### config.mk
export PLATFORM = sky130hd
export DESIGN_NAME = lcd_scanline_timing_control_flat
export DESIGN_NICKNAME = d
export VERILOG_FILES = /design/src/lst_pkg.sv /design/src/lst_if.sv /design/src/lcd_scanline_timing_control.sv /design/src/lst_step.sv /design/src/flat_wrapper.sv
export SDC_FILE = /design/constraint.sdc
export NUM_CORES = 1
export LEC_CHECK = 0
export ABC_AREA = 1
export CAP_MARGIN = 20
export CORE_MARGIN = 4
export CORE_UTILIZATION = 53
export CTS_CLUSTER_SIZE = 24
export DETAILED_ROUTE_END_ITERATION = 10
export DONT_BUFFER_PORTS = 1
export PLACE_DENSITY_LB_ADDON = 0.1
export SETUP_SLACK_MARGIN = 0.05
export SKIP_CTS_REPAIR_TIMING = 1
export SLEW_MARGIN = 20
export SYNTH_ARGS = -nofsm -noshare
export SYNTH_HDL_FRONTEND = slang
export SYNTH_SLANG_ARGS = --single-unit
### constraint.sdc
create_clock -name i_clk -period 4.3 [get_ports i_clk]
set_clock_uncertainty 0.2 [all_clocks]
set_input_delay 0.215 -clock i_clk [delete_from_list [all_inputs] [get_ports i_clk]]
set_output_delay 0.215 -clock i_clk [all_outputs]
set_load 0.005 [all_outputs]
### src/lst_pkg.sv
// types and constants of the lcd scanline timing block
`default_nettype none
package lst_pkg;

    typedef enum logic [1:0] {
        OP_TICK  = 2'd0,
        OP_READ  = 2'd1,
        OP_WRITE = 2'd2
    } t_op;

    typedef enum logic [1:0] {
        LM_HBLANK = 2'd0,
        LM_VBLANK = 2'd1,
        LM_OAM    = 2'd2,
        LM_DRAW   = 2'd3
    } t_lcd_mode;

    localparam logic [8:0] DOTS_PER_LINE = 9'd456;
    localparam logic [8:0] OAM_END_DOT   = 9'd80;
    localparam logic [8:0] DRAW_END_DOT  = 9'd252;
    localparam logic [8:0] DOTS_PER_TICK = 9'd4;
    localparam logic [7:0] VISIBLE_LINES = 8'd144;
    localparam logic [7:0] LAST_LINE     = 8'd153;
    localparam logic [7:0] UNMAPPED_READ = 8'hff;

    localparam logic [15:0] ADDR_LCDC = 16'hff40;
    localparam logic [15:0] ADDR_STAT = 16'hff41;
    localparam logic [15:0] ADDR_SCY  = 16'hff42;
    localparam logic [15:0] ADDR_SCX  = 16'hff43;
    localparam logic [15:0] ADDR_LY   = 16'hff44;
    localparam logic [15:0] ADDR_LYC  = 16'hff45;
    localparam logic [15:0] ADDR_PAL0 = 16'hff47;
    localparam logic [15:0] ADDR_PAL1 = 16'hff48;
    localparam logic [15:0] ADDR_PAL2 = 16'hff49;
    localparam logic [15:0] ADDR_WY   = 16'hff4a;
    localparam logic [15:0] ADDR_WX   = 16'hff4b;

    typedef struct packed {
        logic [1:0]  mode;
        logic [15:0] address;
        logic [7:0]  write_data;
    } t_item;

    typedef struct packed {
        logic [7:0] read_data;
        logic       stat_irq;
        logic       vblank_irq;
        logic       render_line;
        logic       frame_done;
        logic [1:0] lcd_mode;
        logic [7:0] line_number;
        logic       vram_open;
        logic       oam_open;
    } t_result;

endpackage
`default_nettype wire

### src/lst_if.sv
// request and result channel interfaces
`default_nettype none
interface lst_in_if;
    logic        valid;
    logic        ready;
    logic [1:0]  mode;
    logic [15:0] address;
    logic [7:0]  write_data;

    modport source (output valid, output mode, output address, output write_data,
                    input ready);
    modport sink (input valid, input mode, input address, input write_data,
                  output ready);
endinterface

interface lst_out_if;
    logic       valid;
    logic       ready;
    logic [7:0] read_data;
    logic       stat_irq;
    logic       vblank_irq;
    logic       render_line;
    logic       frame_done;
    logic [1:0] lcd_mode;
    logic [7:0] line_number;
    logic       vram_open;
    logic       oam_open;

    modport source (output valid, output read_data, output stat_irq, output vblank_irq,
                    output render_line, output frame_done, output lcd_mode,
                    output line_number, output vram_open, output oam_open,
                    input ready);
    modport sink (input valid, input read_data, input stat_irq, input vblank_irq,
                  input render_line, input frame_done, input lcd_mode,
                  input line_number, input vram_open, input oam_open,
                  output ready);
endinterface
`default_nettype wire

### src/lcd_scanline_timing_control.sv
// lcd scanline timing: one request per clock while results are being taken
// Each request (a tick of four dots, a register read or a register write) is taken into an
// input register, goes through the register and counter update once the result register
// is free and lands in the result register. A new request is taken every cycle as long as
// results are being taken; a stalled result holds one request in the input register and no
// more. The whole timing state (dot and line counters, mode, register file) is updated once
// per request in that middle step, which sets the rate of one request per clock while
// results are being taken.
`default_nettype none
module lcd_scanline_timing_control
    import lst_pkg::*;
(
    input  logic      i_clk,
    input  logic      i_rst_n,
    lst_in_if.sink    i_req,
    lst_out_if.source o_rsp
);

    logic    r_in_valid;
    t_item   r_in;
    logic    r_out_valid;
    t_result r_out;
    t_result step_result;
    logic    advance;

    assign advance     = r_in_valid && (!r_out_valid || o_rsp.ready);
    assign i_req.ready = !r_in_valid || advance;

    always_ff @(posedge i_clk) begin
        if (!i_rst_n) begin
            r_in_valid <= 1'b0;
        end else if (i_req.ready) begin
            r_in_valid <= i_req.valid;
        end
    end

    always_ff @(posedge i_clk) begin
        if (i_req.ready && i_req.valid) begin
            r_in.mode       <= i_req.mode;
            r_in.address    <= i_req.address;
            r_in.write_data <= i_req.write_data;
        end
    end

    lst_step u_step (
        .i_clk    (i_clk),
        .i_rst_n  (i_rst_n),
        .i_en     (advance),
        .i_item   (r_in),
        .o_result (step_result)
    );

    always_ff @(posedge i_clk) begin
        if (!i_rst_n) begin
            r_out_valid <= 1'b0;
        end else if (advance) begin
            r_out_valid <= 1'b1;
        end else if (o_rsp.ready) begin
            r_out_valid <= 1'b0;
        end
    end

    always_ff @(posedge i_clk) begin
        if (advance) begin
            r_out <= step_result;
        end
    end

    assign o_rsp.valid       = r_out_valid;
    assign o_rsp.read_data   = r_out.read_data;
    assign o_rsp.stat_irq    = r_out.stat_irq;
    assign o_rsp.vblank_irq  = r_out.vblank_irq;
    assign o_rsp.render_line = r_out.render_line;
    assign o_rsp.frame_done  = r_out.frame_done;
    assign o_rsp.lcd_mode    = r_out.lcd_mode;
    assign o_rsp.line_number = r_out.line_number;
    assign o_rsp.vram_open   = r_out.vram_open;
    assign o_rsp.oam_open    = r_out.oam_open;

endmodule
`default_nettype wire

### src/lst_step.sv
// lcd registers, dot and line counters and the per-request update logic
`default_nettype none
module lst_step
    import lst_pkg::*;
(
    input  logic    i_clk,
    input  logic    i_rst_n,
    input  logic    i_en,
    input  t_item   i_item,
    output t_result o_result
);

    logic [7:0]  r_lcdc, n_lcdc;
    logic [3:0]  r_stat_en, n_stat_en;   // status bits 6..3
    logic [7:0]  r_scy, n_scy;
    logic [7:0]  r_scx, n_scx;
    logic [7:0]  r_lyc, n_lyc;
    logic [7:0]  r_wy, n_wy;
    logic [7:0]  r_wx, n_wx;
    logic [7:0]  r_pal [3];
    logic [7:0]  n_pal [3];
    logic [7:0]  r_line, n_line;
    logic [8:0]  r_dot, n_dot;
    t_lcd_mode   r_mode, n_mode;
    logic        r_quirk, n_quirk;
    logic        r_prev, n_prev;

    logic [8:0]  dot_inc;
    logic        cmp_eval;
    logic        match;
    logic [7:0]  rd;
    logic        stat, vbl, render, frame;

    always_ff @(posedge i_clk) begin
        if (!i_rst_n) begin
            r_lcdc    <= '0;
            r_stat_en <= '0;
            r_scy     <= '0;
            r_scx     <= '0;
            r_lyc     <= '0;
            r_wy      <= '0;
            r_wx      <= '0;
            r_pal[0]  <= '0;
            r_pal[1]  <= '0;
            r_pal[2]  <= '0;
            r_line    <= '0;
            r_dot     <= '0;
            r_mode    <= LM_HBLANK;
            r_quirk   <= 1'b0;
            r_prev    <= 1'b0;
        end else if (i_en) begin
            r_lcdc    <= n_lcdc;
            r_stat_en <= n_stat_en;
            r_scy     <= n_scy;
            r_scx     <= n_scx;
            r_lyc     <= n_lyc;
            r_wy      <= n_wy;
            r_wx      <= n_wx;
            r_pal[0]  <= n_pal[0];
            r_pal[1]  <= n_pal[1];
            r_pal[2]  <= n_pal[2];
            r_line    <= n_line;
            r_dot     <= n_dot;
            r_mode    <= n_mode;
            r_quirk   <= n_quirk;
            r_prev    <= n_prev;
        end
    end

    assign dot_inc = r_dot + DOTS_PER_TICK;

    always_comb begin
        n_lcdc    = r_lcdc;
        n_stat_en = r_stat_en;
        n_scy     = r_scy;
        n_scx     = r_scx;
        n_lyc     = r_lyc;
        n_wy      = r_wy;
        n_wx      = r_wx;
        n_pal[0]  = r_pal[0];
        n_pal[1]  = r_pal[1];
        n_pal[2]  = r_pal[2];
        n_line    = r_line;
        n_dot     = r_dot;
        n_mode    = r_mode;
        n_quirk   = r_quirk;
        n_prev    = r_prev;
        cmp_eval  = 1'b0;
        match     = 1'b0;
        rd        = '0;
        stat      = 1'b0;
        vbl       = 1'b0;
        render    = 1'b0;
        frame     = 1'b0;

        case (i_item.mode)
            OP_READ: begin
                case (i_item.address)
                    ADDR_LCDC: rd = r_lcdc;
                    ADDR_STAT: rd = {1'b1, r_stat_en, (r_line == r_lyc), r_mode};
                    ADDR_SCY:  rd = r_scy;
                    ADDR_SCX:  rd = r_scx;
                    ADDR_LY:   rd = r_line;
                    ADDR_LYC:  rd = r_lyc;
                    ADDR_PAL0: rd = r_pal[0];
                    ADDR_PAL1: rd = r_pal[1];
                    ADDR_PAL2: rd = r_pal[2];
                    ADDR_WY:   rd = r_wy;
                    ADDR_WX:   rd = r_wx;
                    default:   rd = UNMAPPED_READ;
                endcase
            end
            OP_WRITE: begin
                case (i_item.address)
                    ADDR_LCDC: n_lcdc    = i_item.write_data;
                    ADDR_STAT: n_stat_en = i_item.write_data[6:3];
                    ADDR_SCY:  n_scy     = i_item.write_data;
                    ADDR_SCX:  n_scx     = i_item.write_data;
                    ADDR_LYC: begin
                        n_lyc    = i_item.write_data;
                        cmp_eval = 1'b1;
                    end
                    ADDR_PAL0: n_pal[0]  = i_item.write_data;
                    ADDR_PAL1: n_pal[1]  = i_item.write_data;
                    ADDR_PAL2: n_pal[2]  = i_item.write_data;
                    ADDR_WY:   n_wy      = i_item.write_data;
                    ADDR_WX:   n_wx      = i_item.write_data;
                    default:   ;
                endcase
            end
            OP_TICK: begin
                if (!r_lcdc[7]) begin
                    // display off: park at the top of vblank
                    n_dot   = '0;
                    n_line  = VISIBLE_LINES;
                    n_mode  = LM_VBLANK;
                    n_quirk = 1'b1;
                end else begin
                    n_dot = dot_inc;
                    if (r_quirk) begin
                        // first line after enable or after the last line only counts dots
                        if (dot_inc >= DOTS_PER_LINE) begin
                            n_dot   = '0;
                            n_mode  = LM_OAM;
                            n_quirk = 1'b0;
                            stat    = r_stat_en[2];
                        end
                    end else if (r_line < VISIBLE_LINES) begin
                        if (dot_inc >= DOTS_PER_LINE) begin
                            if (r_line < VISIBLE_LINES - 8'd1) begin
                                n_mode = LM_OAM;
                                stat   = r_stat_en[2];
                            end else begin
                                n_mode = LM_VBLANK;
                                stat   = r_stat_en[1];
                                vbl    = 1'b1;
                                frame  = 1'b1;
                            end
                            n_line   = r_line + 8'd1;
                            n_dot    = '0;
                            cmp_eval = 1'b1;
                        end else if (dot_inc == OAM_END_DOT) begin
                            n_mode = LM_DRAW;
                        end else if (dot_inc == DRAW_END_DOT) begin
                            n_mode = LM_HBLANK;
                            stat   = r_stat_en[0];
                            render = 1'b1;
                        end
                    end else if (r_line < LAST_LINE) begin
                        if (dot_inc >= DOTS_PER_LINE) begin
                            n_line   = r_line + 8'd1;
                            n_dot    = '0;
                            cmp_eval = 1'b1;
                        end
                    end else begin
                        // last line is a single tick long
                        n_quirk  = 1'b1;
                        n_line   = '0;
                        cmp_eval = 1'b1;
                    end
                end
            end
            default: ;
        endcase

        // line compare fires on a rising match only
        if (cmp_eval) begin
            match  = (n_line == n_lyc);
            n_prev = match;
            if (match && !r_prev && r_stat_en[3]) begin
                stat = 1'b1;
            end
        end
    end

    always_comb begin
        o_result.read_data   = rd;
        o_result.stat_irq    = stat;
        o_result.vblank_irq  = vbl;
        o_result.render_line = render;
        o_result.frame_done  = frame;
        o_result.lcd_mode    = n_mode;
        o_result.line_number = n_line;
        o_result.vram_open   = (n_mode != LM_DRAW);
        o_result.oam_open    = !n_mode[1];
    end

endmodule
`default_nettype wire

### src/flat_wrapper.sv
// flat-port wrapper written by rule: the top's interface ports become plain ports
module lcd_scanline_timing_control_flat import lst_pkg::*;
  (i_clk, i_rst_n, i_req_valid, i_req_mode, i_req_address, i_req_write_data, i_req_ready, o_rsp_valid, o_rsp_read_data, o_rsp_stat_irq, o_rsp_vblank_irq, o_rsp_render_line, o_rsp_frame_done, o_rsp_lcd_mode, o_rsp_line_number, o_rsp_vram_open, o_rsp_oam_open, o_rsp_ready);
  lst_in_if i_req_i ();
  lst_out_if o_rsp_i ();
  input  logic i_clk;
  input  logic i_rst_n;
  input wire logic [$bits(i_req_i.valid)-1:0] i_req_valid;
  input wire logic [$bits(i_req_i.mode)-1:0] i_req_mode;
  input wire logic [$bits(i_req_i.address)-1:0] i_req_address;
  input wire logic [$bits(i_req_i.write_data)-1:0] i_req_write_data;
  output wire logic [$bits(i_req_i.ready)-1:0] i_req_ready;
  output wire logic [$bits(o_rsp_i.valid)-1:0] o_rsp_valid;
  output wire logic [$bits(o_rsp_i.read_data)-1:0] o_rsp_read_data;
  output wire logic [$bits(o_rsp_i.stat_irq)-1:0] o_rsp_stat_irq;
  output wire logic [$bits(o_rsp_i.vblank_irq)-1:0] o_rsp_vblank_irq;
  output wire logic [$bits(o_rsp_i.render_line)-1:0] o_rsp_render_line;
  output wire logic [$bits(o_rsp_i.frame_done)-1:0] o_rsp_frame_done;
  output wire logic [$bits(o_rsp_i.lcd_mode)-1:0] o_rsp_lcd_mode;
  output wire logic [$bits(o_rsp_i.line_number)-1:0] o_rsp_line_number;
  output wire logic [$bits(o_rsp_i.vram_open)-1:0] o_rsp_vram_open;
  output wire logic [$bits(o_rsp_i.oam_open)-1:0] o_rsp_oam_open;
  input wire logic [$bits(o_rsp_i.ready)-1:0] o_rsp_ready;
  assign i_req_i.valid = i_req_valid;
  assign i_req_i.mode = i_req_mode;
  assign i_req_i.address = i_req_address;
  assign i_req_i.write_data = i_req_write_data;
  assign i_req_ready = i_req_i.ready;
  assign o_rsp_valid = o_rsp_i.valid;
  assign o_rsp_read_data = o_rsp_i.read_data;
  assign o_rsp_stat_irq = o_rsp_i.stat_irq;
  assign o_rsp_vblank_irq = o_rsp_i.vblank_irq;
  assign o_rsp_render_line = o_rsp_i.render_line;
  assign o_rsp_frame_done = o_rsp_i.frame_done;
  assign o_rsp_lcd_mode = o_rsp_i.lcd_mode;
  assign o_rsp_line_number = o_rsp_i.line_number;
  assign o_rsp_vram_open = o_rsp_i.vram_open;
  assign o_rsp_oam_open = o_rsp_i.oam_open;
  assign o_rsp_i.ready = o_rsp_ready;
  lcd_scanline_timing_control u_core (.i_clk(i_clk), .i_rst_n(i_rst_n), .i_req(i_req_i), .o_rsp(o_rsp_i));
endmodule
# [After elaboration in Yosys (flattened, before gate mapping)]
# Memories as Yosys holds them, arrays and structs flattened.
# Index checks and enable logic that the tools add are counted.
[classes] magnitude_cmp=4 addsub=2 mux=61 n_bitwise=7 reduce_logical=22 eq_ne=18
[op_table] op="equality test 16 bit (second input constant)" n=11
[op_table] op="two-way mux 8 bit" n=14
[op_table] op="one-hot mux 8 bit (11 select lines)" n=1
[op_table] op="two-way mux 9 bit" n=5
[op_table] op="two-way mux 1 bit" n=30
[op_table] op="< comparator 8 bit (second input constant)" n=3
[op_table] op="two-way mux 24 bit" n=1
[op_table] op="two-way mux 2 bit" n=9
[op_table] op="AND reduction 3 bit" n=6
[op_table] op="equality test 8 bit" n=2
[op_table] op="adder 9 x 3 -> 9 bit (second input constant)" n=1
[op_table] op="equality test 9 x 7 -> 1 bit (second input constant)" n=1
[op_table] op="equality test 9 x 8 -> 1 bit (second input constant)" n=1
[op_table] op="greater-or-equal comparator 9 bit (second input constant)" n=1
[op_table] op="adder 8 x 1 -> 8 bit (second input constant)" n=1
[op_table] op="OR reduction 6 bit" n=1
[op_table] op="OR reduction 5 bit" n=1
[op_table] op="logical AND 1 bit" n=4
[op_table] op="zero test 1 bit" n=4
[op_table] op="NOT 1 bit" n=4
[op_table] op="AND reduction 2 bit" n=2
[op_table] op="bitwise OR 1 bit" n=3
[op_table] op="equality test 2 x 1 -> 1 bit (second input constant)" n=1
[op_table] op="equality test 2 bit (second input constant)" n=1
[op_table] op="other kinds (5)" n=6
[word_totals] wordCells=140 mem_count=1 mem_bits_rw=24 in_bits=30 ff_bits=124
[mem_list] name="u_core.u_step.r_pal" depth=3 word_bits=8 rd=3 rd_ports_with_merged_regs=0 write_ports=3 line_no="lst_step.sv:20" text="logic [7:0] r_pal [3];"

# [Longest topological paths before layout]
[depth] word_depth=13 mapped_depth=20 mapped_depth_nobuf=20

# [Modules after synthesis]
# Synthesis repeated with hierarchy kept, for this count alone.
[hier_totals] cells_unflattened=793 hier_area_um2=6909.1
[by_module_without_submodules] mod="lst_step" area_each_um2=5312.6 cells_per_inst=730 seq_area_each_um2=2182.1 instances=1
[by_module_without_submodules] mod="lcd_scanline_timing_control" area_each_um2=1596.5 cells_per_inst=63 seq_area_each_um2=1541.5 instances=1

# [Worst setup path after synthesis]
# No wires, ideal clock.
[synth_path] path_type="flip-flop to flip-flop" start="register u_core.u_step.r_dot[3]" end="register u_core.r_out (netlist bit u_core.o_rsp.vram_open), data pin" stages_incl_launch_ff=17 slack_ns=1.914 arrival_ns=1.929 path_buffers=1 path_cell_list="dfxtp_1 ha_1 nand2_2 nor2_2 nand2_1 nand2_1 nand2_2 buf_6 nor2_1 nand4_1 nand3_1 o21ai_1 o21ai_1 nand2_1 o211ai_2 and2_1 nand2_1"
[synth_lines] item="start: declaration" line_no="lst_step.sv:23" text="logic [8:0] r_dot, n_dot;"
[synth_lines] item="start signal: assignment" line_no="lst_step.sv:63" text="r_dot <= n_dot;"
[synth_lines] item="end signal: assignment" line_no="lcd_scanline_timing_control.sv:65" text="r_out <= step_result;"
[synth_lines] item="end: declaration" line_no="lcd_scanline_timing_control.sv:22" text="t_result r_out;"

# [Final worst setup path]
[layout_path] start="register u_core.r_in[13] in the netlist's numbering" end="register u_core.u_step.r_scx[5]"
[layout_between] elab_chain_cells=2
[layout_lines] item="start: declaration" line_no="lcd_scanline_timing_control.sv:20" text="t_item r_in;"
[layout_lines] item="equality test 16 bit" line_no="lst_step.sv:114" text="case (i_item.address)"
[layout_lines] item="AND reduction 3 bit (no source line)"
[layout_lines] item="end signal: assignment" line_no="lst_step.sv:55" text="r_scx <= n_scx;"
[layout_lines] item="end: declaration" line_no="lst_step.sv:16" text="logic [7:0] r_scx, n_scx;"
# No other way between the ends.
# A chain may end at the register's enable or synchronous reset.

==> impl_metrics.toml <==
[power]
p_total_mw = 3.16
power.leakage_nw = 3.06
power_density_nw_per_um2 = 390
worst_ir_drop_vdd_mv = 0.354

[synthesis]
yosysSeqAreaShare = 0.524
synthCells = 827
synth_flop_cell = "dfxtp_1"
synth_top_area_share = 0.311
synth_warnings = 0
syn-cell-area_um2 = 7050
synthTopCellsByArea = "edfxtp_1 31%, dfxtp_1 21%, nand2_1 8.7%"
synth_edf_count = 73
synth_top_cell_by_area = "edfxtp_1"
synth.distinct_cells = 45
avgSynthCellArea_um2 = 8.52
async_flop_share = 0
synth_nets = 863
ys_ff_latch = 148

[finish]
fin_util = 0.631
drive_above_1_share = 0.0961
area_delta_synth_final_pct = 14.9
final_nets = 897
fin_cells = 1046
fillers = 1117
final_area_um2 = 8100
diodes = 0

[placed_design]
place_congestion = 0.922
port_buffers = 0
post_dp_cell_area_um2 = 7190
dp_cells = 983
hpwlAfterDp_um = 13200

[grt]
track_usage = 0.254
grt_max_degree = 40
met2_usage = 0.410
busiest_layer = "met2"
antenna_found_initial = 0
grt_use_met1 = 0.323
overflow = 0
use_met3 = 0.0554
grt_pass1_wl_um = 29000
grt_pass1_vias = 5646

[clock_tree]
clock-root-buffer = "clkbuf_16"
clk_pin_slew_ns = 0.06
cts_buffers = 17
insertion_delay_ns = 0.43
cts_tree = "yes"
cts.sink_count = 148
ctsHtreeMaxLevel = 4
clock_path_buffers = 2

[routing]
vias = 6030
postRouteAntennaNets = 0
drt_pre_antenna_iters = 6
wl_per_cell_um = 18.0
drt_wl_total_um = 18800
initialDrtViolationCount = 720
vias_per_cell = 5.76
route.detailed.drc = 0

[floorplan]
io-pin-count = 56
initial_utilization = 0.549
design.core.area_um2 = 12800
core.rowCount = 41
die_h_um = 123
die_w_um = 123
dieArea_um2 = 15200

[timing]
period_needed_ns = 2.96
fmax_mhz = 338
setup_tns_ns = 0
tightestPinTransition_ns = 0.970
setup_viol = 0
fin_crit_sh = 0.688
rsz0062_at_grt = "no"
relSlewSlack = 0.353
finalMaxSlewViolations = 0
hold_viol = 0

[setup_path]
cp-start-kind = "flop"
cp-end-kind = "flop"
crit_arrival_ns = 3.06
critPathRequiredTime_ns = 4.41
criticalPathCategory = "reg2reg"
cp_max_fo = 16

[min_path]
min_path_type = "in2reg"

[run_status]
status = "complete, no violations"

[run]
cap_violations = 0
-- sequential cells by signal (all words and copies together), names as in the netlist, 2 cells and up --
signal and cells:
u_core.o_rsp.line_number 8, u_core.o_rsp.read_data 8, u_core.u_step.r_mode 2, u_core.u_step.r_lcdc 8, u_core.u_step.r_stat_en 4, u_core.u_step.r_line 8, u_core.u_step.r_lyc 8, u_core.u_step.r_scx 8
u_core.u_step.r_dot 9, u_core.u_step.r_scy 8, u_core.u_step.r_wy 8, u_core.u_step.r_pal 24, u_core.o_rsp.lcd_mode 2, u_core.r_in 26, u_core.u_step.r_wx 8
-- cells in the final DEF, fill, tap and decap left out, drive strengths merged, types with 20 or more instances in the layout --
| master | synthesis | routed |
|---|---|---|
| nand2 | 176 | 176 |
| inv | 120 | 124 |
| nor2 | 78 | 78 |
| dfxtp | 75 | 75 |
| edfxtp | 73 | 73 |
| o21ai | 66 | 66 |
| a21oi | 58 | 58 |
| nand3 | 48 | 48 |
| dlygate4sd3 | 0 | 30 |
| o22ai | 25 | 25 |
| clkbuf | 14 | 20 |
-- final cells by class --
type,count,area (µm²),share of cell area
Sequential cell,148,3690,0.456
Multi-Input combinational cell,534,2780,0.344
Inverter,126,473,0.0584
Clock buffer,20,437,0.0539
Timing Repair Buffer,34,343,0.0423
Tap cell,172,215,0.0266
Clock inverter,12,151,0.0187
-- final timing paths --
check,startpoint,endpoint,slack (ns),depth (start not counted)
max,u_core.r_in[13],u_core.u_step.r_scx[5],1.34,9
min,i_rst_n,u_core.u_step.r_pal[0][6],0.02,1
max reg2reg,u_core.r_in[13],u_core.u_step.r_scx[5],1.34,9
min reg2reg,u_core.u_step.r_dot[1],u_core.u_step.r_dot[1],0.24,2
-- cells in the mapped netlist (2+ instances only) --
cell	instances
nand3_2	7
nand2_2	12
a21oi_1	57
a211oi_1	8
and2_1	2
nand3_1	40
nor2_1	67
nand4_1	16
dfxtp_1	75
o21ai_1	7
o21ai_2	3
buf_4	2
buf_6	2
inv_2	13
inv_1	107
clkinv_1	6
nand2_1	163
ha_1	6
nor2_2	7
nor2_4	3
nand3b_1	2
o21a_1	6
a221oi_1	16
edfxtp_1	73
nor4_1	5
o22ai_1	24
clkbuf_1	14
o21ai_0	56
nor3_1	11
o221ai_1	2
-- through the flow --
step,hold WS [ns],worst slack (ns)
after global routing,0.0198,1.15
after global placement,0.114,1.59
after CTS,-0.331,1.52
after floorplan,0.114,1.91
final,0.0222,1.34
after detailed placement,0.114,1.53
-- layer usage --
metal,part of all wire,vias up,wire [µm]
met5,0,-,0
met4,0.030,0,561
met3,0.069,59,1300
met2,0.48,268,9080
met1,0.42,2821,7890
li1,-,2882,-
-- kinds of logic after synthesis --
family                   after synthesis  share of synthesized area
AO/OA/AOI/OAI                        188                      0.161
flip-flops                           148                      0.524
AND/OR/NAND/NOR                      340                      0.224
buffers and inverters                145                     0.0806
adder cells (fa/ha/maj)                6                     0.0107
-- critical path: stages (launching register included) --
cell and delay, ns:
edfxtp_1 0.35, nor2_1 0.10, nand3b_1 0.36, nor3_1 0.31, nand2_1 0.31, nor2_1 0.18, inv_1 0.22, o21ai_0 0.20
dlygate4sd3_1 0.57, a21oi_1 0.04
-- power by group --
| group | switching [mW] | leakage (nW) | internal, mW |
|---|---|---|---|
| sequential | 0.0255 | 1.32 | 1.52 |
| combinational | 0.0813 | 1.46 | 0.0393 |
| clock | 0.576 | 0.279 | 0.912 |
(Power assumes the default switching activity.)
